## src/rtl/core/dvwa_pkg.sv

```systemverilog
`timescale 1ns / 1ps
`default_nettype none
// ----------------------------------------------------------------------------
// dvwa_pkg
// Shared types and constants of the decompressor vm word alu: request and
// response payloads, operation and status codes, controller interface structs.
// ----------------------------------------------------------------------------
package dvwa_pkg;

    // byte memory size, a power of two so that address wrap is a mask
    localparam int MEM_BYTES  = 65536;
    localparam int ADDR_W     = $clog2(MEM_BYTES);
    localparam int WORD_W     = 16;
    localparam int COUNT_W    = 32;
    localparam int DIV_STEPS  = WORD_W;
    localparam int DIV_CNT_W  = $clog2(DIV_STEPS + 1);

    // operation codes, codes above OP_READ behave like a read
    typedef enum logic [3:0] {
        OP_AND    = 4'd0,
        OP_OR     = 4'd1,
        OP_NOT    = 4'd2,
        OP_LSHIFT = 4'd3,
        OP_RSHIFT = 4'd4,
        OP_ADD    = 4'd5,
        OP_SUB    = 4'd6,
        OP_MUL    = 4'd7,
        OP_DIV    = 4'd8,
        OP_REM    = 4'd9,
        OP_WRITE  = 4'd10,
        OP_READ   = 4'd11
    } op_t;

    typedef enum logic [1:0] {
        ST_OK      = 2'd0,
        ST_CYCLES  = 2'd1,
        ST_DIVZERO = 2'd2
    } status_t;

    typedef struct packed {
        logic [3:0]        req_type;
        logic [15:0]       word_address;
        logic [WORD_W-1:0] operand_value;
    } req_t;

    typedef struct packed {
        logic [WORD_W-1:0]  word_result;
        status_t            status;
        logic [COUNT_W-1:0] cycles_used;
    } rsp_t;

    // controller to datapath commands
    typedef struct packed {
        logic cap_req;
        logic rd_hi;
        logic rd_lo;
        logic exec;
        logic alu;
        logic div_start;
        logic div_take;
        logic wr_hi;
        logic wr_lo;
        logic load_out;
    } dp_cmd_t;

    // datapath to controller status
    typedef struct packed {
        logic write_en;
        logic div_go;
        logic div_done;
    } dp_sts_t;

endpackage

`default_nettype wire

```

## src/rtl/core/dvwa_ctrl.sv

```systemverilog
`timescale 1ns / 1ps
`default_nettype none
// ----------------------------------------------------------------------------
// dvwa_ctrl
// Sequencer of one request: read both bytes, account, compute, optionally
// divide, write both bytes if enabled, then load the response register.
// ----------------------------------------------------------------------------
module dvwa_ctrl (
    input  wire logic              clk,
    input  wire logic              rst_n,
    input  wire logic              req_valid,
    output logic                   req_ready,
    output logic                   rsp_valid,
    input  wire logic              rsp_ready,
    input  wire dvwa_pkg::dp_sts_t sts,
    output dvwa_pkg::dp_cmd_t      cmd
);
    import dvwa_pkg::*;

    typedef enum logic [3:0] {
        S_IDLE,
        S_RD_HI,
        S_RD_LO,
        S_EXEC,
        S_ALU,
        S_DIV,
        S_WR_HI,
        S_WR_LO,
        S_OUT
    } state_t;

    state_t state_reg, state_next;
    logic   rsp_valid_reg, rsp_valid_next;
    logic   out_free;

    assign out_free = !rsp_valid_reg || rsp_ready;

    // next state and commands
    always_comb
    begin
        state_next = state_reg;
        cmd        = '0;
        unique case (state_reg)
            S_IDLE:
            begin
                if (req_valid)
                begin
                    cmd.cap_req = 1'b1;
                    state_next  = S_RD_HI;
                end
            end
            S_RD_HI:
            begin
                cmd.rd_hi  = 1'b1;
                state_next = S_RD_LO;
            end
            S_RD_LO:
            begin
                cmd.rd_lo  = 1'b1;
                state_next = S_EXEC;
            end
            S_EXEC:
            begin
                cmd.exec   = 1'b1;
                state_next = S_ALU;
            end
            S_ALU:
            begin
                cmd.alu = 1'b1;
                if (sts.div_go)
                begin
                    cmd.div_start = 1'b1;
                    state_next    = S_DIV;
                end
                else if (sts.write_en)
                begin
                    state_next = S_WR_HI;
                end
                else
                begin
                    state_next = S_OUT;
                end
            end
            S_DIV:
            begin
                if (sts.div_done)
                begin
                    cmd.div_take = 1'b1;
                    state_next   = S_WR_HI;
                end
            end
            S_WR_HI:
            begin
                cmd.wr_hi  = 1'b1;
                state_next = S_WR_LO;
            end
            S_WR_LO:
            begin
                cmd.wr_lo  = 1'b1;
                state_next = S_OUT;
            end
            S_OUT:
            begin
                if (out_free)
                begin
                    cmd.load_out = 1'b1;
                    state_next   = S_IDLE;
                end
            end
            default:
            begin
                state_next = S_IDLE;
            end
        endcase
    end

    // output register valid flag
    always_comb
    begin
        rsp_valid_next = rsp_valid_reg;
        if (cmd.load_out)
        begin
            rsp_valid_next = 1'b1;
        end
        else if (rsp_ready)
        begin
            rsp_valid_next = 1'b0;
        end
    end

    // state and registered outputs
    always_ff @(posedge clk or negedge rst_n)
    begin
        if (!rst_n)
        begin
            state_reg     <= S_IDLE;
            rsp_valid_reg <= 1'b0;
        end
        else
        begin
            state_reg     <= state_next;
            rsp_valid_reg <= rsp_valid_next;
        end
    end

    assign req_ready = (state_reg == S_IDLE);
    assign rsp_valid = rsp_valid_reg;

endmodule

`default_nettype wire

```

## config.mk

```make
export PLATFORM = sky130hd
export DESIGN_NAME = dvwa_ctrl
export DESIGN_NICKNAME = d
export VERILOG_FILES = /design/src/rtl/core/dvwa_pkg.sv /design/src/rtl/core/dvwa_ctrl.sv
export SDC_FILE = /design/constraint.sdc
export NUM_CORES = 1
export LEC_CHECK = 0
export ABC_AREA = 1
export ABC_CLOCK_PERIOD_IN_PS = 900
export BUFFER_PORTS_ARGS = -buffer_cell sky130_fd_sc_hd__buf_2
export CORE_AREA = 2 2 39 41
export DETAILED_ROUTE_END_ITERATION = 6
export DIE_AREA = 0 0 41 43
export HOLD_SLACK_MARGIN = 0.02
export PLACE_DENSITY = 0.6
export SLEW_MARGIN = 0
export SYNTH_ARGS = -nofsm -noshare
export SYNTH_HDL_FRONTEND = slang
export SYNTH_SLANG_ARGS = --single-unit
```

## constraint.sdc

```tcl
create_clock -name clk -period 0.9 [get_ports clk]
set_input_delay 0.045 -clock clk [delete_from_list [all_inputs] [get_ports clk]]
set_output_delay 0.045 -clock clk [all_outputs]
set_load 0.005 [all_outputs]
```

# Yosys cells after proc, flatten, opt, wreduce, memory -nomap -nowiden
# Index checks and enable logic that the tools add are counted.
[classes]
bitwise_logic = 0
n_reduce_logical = 5
n_div = 0
shift = 0
n_lt_le_gt_ge = 0
mux = 21
eq_ne = 11
add_sub_neg = 0
multipliers = 0
[op_table]
columns = ["cell", "n"]
rows = [
  ["$pmux W4 S9", 1],
  ["$mux W4", 5],
  ["$eq A4 B3 Y1 const B", 4],
  ["$mux W1", 14],
  ["$eq A4 B2 Y1 const B", 2],
  ["$ne A2 B2 Y1 const B", 3],
  ["$eq A4 B1 Y1 const B", 1],
  ["$eq A4 B4 Y1 const B", 1],
  ["$logic_not A4 Y1", 1],
  ["$reduce_and A3 Y1", 1],
  ["$mux W2", 1],
  ["$reduce_bool A2 Y1", 1],
  ["$logic_not A1 Y1", 1],
  ["$logic_or A1 B1 Y1", 1],
]
[totals]
rom_bits = 0
ff_bits = 5
ramBits = 0
out_inout_bits = 12
latchBits = 0
n_memories = 0
inputBits = 7

# Longest topological paths before layout
[depth]
word_depth = 5
ltp_mapped = 6

# Worst setup path after synthesis
# OpenSTA, ideal clock, no wires.
[synth_path]
path_type = "reg-to-reg"
startpoint = "register state_reg[0]"
endpoint = "register state_reg[0]"
period_less_slack_ps = 1009
t_arrival_ps = 890
t_required_ps = 781
path_stages_with_launch = 5
setup_slack_ps = -109
path_cell_list = "dfrtp_1 -> nor2_4 -> nand3_1 -> nand2_1 -> o21ai_2"
[synth_via]
elab_chain_cells = 3
elab_cells_between_ends = 14
[synth_lines]
columns = ["item", "line", "text"]
rows = [
  ["start: declaration", "dvwa_ctrl.sv:32", "state_t state_reg, state_next;"],
  ["start signal: assignment", "dvwa_ctrl.sv:141", "state_reg <= state_next;"],
  ["$eq A4 B4 Y1 (tied with other cells)", "dvwa_ctrl.sv:43", "unique case (state_reg)"],
  ["$ne A2 B2 Y1 (no source line)", "--", ""],
  ["$reduce_and A3 Y1 (no source line)", "--", ""],
]
# Parallel ways exist; a longest one is shown, timed or not.
# A chain may end at the register's enable or synchronous reset.

==> metrics.txt <==
status finished, violations left; failing checks negative setup slack; die height around 43 um; crit path time final about 1.3 ns; clk sink count 5; element type at the critical path end output pin; crit-path max cell delay about 0.43 ns; first-pass GRT wire length 1660 um; port bufs 18; WP data arrival around 1.2 ns; Final Hold Vio Count 0; clock-pin slew on the worst setup and hold paths ~0.040 ns; Tot Pwr around 0.0022 W; Power Dens Cells slightly above 3000 mW/mm^2; CP Cell Sequence inv_2 > nand2_1 > nor2_2 > inv_2 > nor2_1 > buf_2; max reg flops 4; most used cell, CP inv_2; max cap viols 0; critical path class reg -> out; final worst setup slack -0.378 ns; CTS tree yes; clk_skew 0.00391 ns; Initial Utilization between 20 and 30%; R2R Setup Slk -0.27 ns; initial antenna violation count 0; vias in the first global route 423; Clk network pwr share around an eighth; worst-path maximum fanout 4; layout cells sized above 1 around three fifths; core area between 0.001 and 0.0015 sq mm; Final Cycle Share 142%; die area ~0.0018 sq mm; final WL between 1000 and 1500 um; Pleak 0.416 nW; Crit path required time about 0.85 ns; Vias between 400 and 500; DR WL/cell 9.42 um; max-slew violation count 0; Ys Warns 0; filler instances between 100 and 150; drt drc 0; RSZ-0062 raised after global routing yes; final setup vio count 15; Switching Fraction a little over two fifths; Worst-Skew Late Latency ~0.25 ns; Syn Std Cell Area 398 sq um; number of buffers on the longest clock path 2; FMAX just under 0.8 GHz; number of nets with antenna violations after routing 0; dpl cells approximately 100; vias per cell around 4.3; Die X 41 um; clock root buffer clkbuf_4; Mean Syn Cell Area ~6.6 sq um; Placer Congestion between 0.7 and 0.8; synthesized instance count 60; largest net degree at the start of global routing 7; # nets final around 100; syn nets 67; worst rel slew slack 85.2%; slowest CP cell dfrtp_2; Yosys reg bits 5; Global Route Usage Sum ~15%; Slew @ Worst Pin 0.222 ns; Comb pwr share around two thirds; Rows 14; NetSw about 0.00095 W; Startpoint Class flip-flop; Seq pwr share 22.2%; TritonRoute pass-1 iters 4; Area Overhead vs Synth 73.9%; Worst VDD drop about 1300 uV; internal power between 0.001 and 0.0015 W; io pins 19; sequential share of the synthesized area 31.4%; Distinct cells, synth 17; Overflow after GRT 0; DRT iter0 DRCs 3; Diodes inserted 0; CTS Buf Count 3; HP Class in -> reg; Final Non-Filler Cells about 110; htree depth 1; Post-DP HPWL about 760 um
## power groups by stage
stage	sequential, W	clock [W]	combinational, W
2_1_floorplan	0.000425	0	0.000684
3_3_place_gp	0.000436	0	0.00108
3_5_place_dp	0.000439	0	0.00108
4_1_cts	0.000446	0.000279	0.00131
5_1_grt	0.000491	0.000294	0.00157
6_report	0.000477	0.000268	0.00141
## kinds of logic (layout without fill, tap and decap cells)
group | count (synthesis) | count (layout) | synth area share (%)
buffers and inverters | 16 | 52 | 16.0
AND/OR/NAND/NOR | 35 | 35 | 43.7
flip-flops | 5 | 5 | 31.4
AO/OA/AOI/OAI | 4 | 4 | 8.80
## critical path: cells and delay by family (launching register included)
kind | cells | cell delay, ns
buf+inv | 3 | 0.25
flops | 1 | 0.43
simple gates | 3 | 0.30
## layout make-up
class | instances | area [sq um] | share of cell area (%)
sequential | 5 | 129 | 18.6
tap | 16 | 20.0 | 2.89
multi-input combinational | 39 | 243 | 35.1
inverter | 15 | 56.3 | 8.14
timing repair buffer | 33 | 218 | 31.5
clock buffer | 4 | 26.3 | 3.80
## cell usage in the layout, fill, tap and decap left out, types with 2 or more instances in the layout
cell | synthesis | final
buf_2 | 0 | 17
buf_4 | 1 | 12
buf_6 | 0 | 2
clkbuf_4 | 0 | 3
dfrtp_1 | 5 | 2
dfrtp_2 | 0 | 3
dlygate4sd3_1 | 0 | 2
inv_1 | 14 | 11
inv_2 | 1 | 4
nand2_1 | 12 | 8
nand2_2 | 0 | 4
nand3_1 | 3 | 3
nand4_1 | 2 | 2
nor2_1 | 10 | 7
nor2_2 | 3 | 5
nor2_4 | 2 | 3
## metal layers
layer  vias up  share of wire [%]  wire length (um)  track usage (%)
met5         -                  0                 0                0
met4         0               0.76                 8             7.33
met3         3                6.4                67             9.95
met2        12                 53               559             20.9
met1       217                 40               419             15.9
li1        252                  -                 -                -
## worst paths after layout
| kind | start | to | cells past startpoint |
|---|---|---|---|
| min reg2reg | rsp_valid | rsp_valid | 2 |
| min | sts[0] | state_reg[0] | 4 |
| max reg2reg | state_reg[1] | state_reg[1] | 6 |
| max in group asynchronous | rst_n | state_reg[2] | 2 |
| min in group asynchronous | rst_n | state_reg[0] | 2 |
| max | state_reg[1] | cmd[3] | 6 |
## per-stage QoR
stage	cell area, sq um	TNS, ns	utilization [%]	hold WS (ns)	worst slack (ns)
floorplan	398	-0.206	-	-0.251	-0.0838
global placement	538	-1.41	38.9	-0.138	-0.196
detailed placement	538	-1.57	38.9	-0.135	-0.217
CTS	652	-4.72	47.1	0.0860	-0.368
global route	692	-5.57	50.0	0.111	-0.443
finish	692	-4.37	50.0	0.0892	-0.378
## what timing repair did
item	in CTS	in global routing
setup endpoints to repair	17	17
endpoints found under the hold margin	6	0
hold buffers	2	0
pin swaps	5	4
setup buffers	6	2
gates cloned	0	0
resized for setup	7	12
## Yosys cell counts (all sizes together)
cell,count,area share (%)
inv,15,14
nor2,15,20
nand2,13,14
dfrtp,5,31
nand3,3,3.8
nand4,2,3.1
o21ai,2,3.5
buf,1,1.9
nor3,1,1.3
o221ai,1,2.2
o22ai,1,3.1
or2,1,1.6
(Power assumes the default switching activity.)
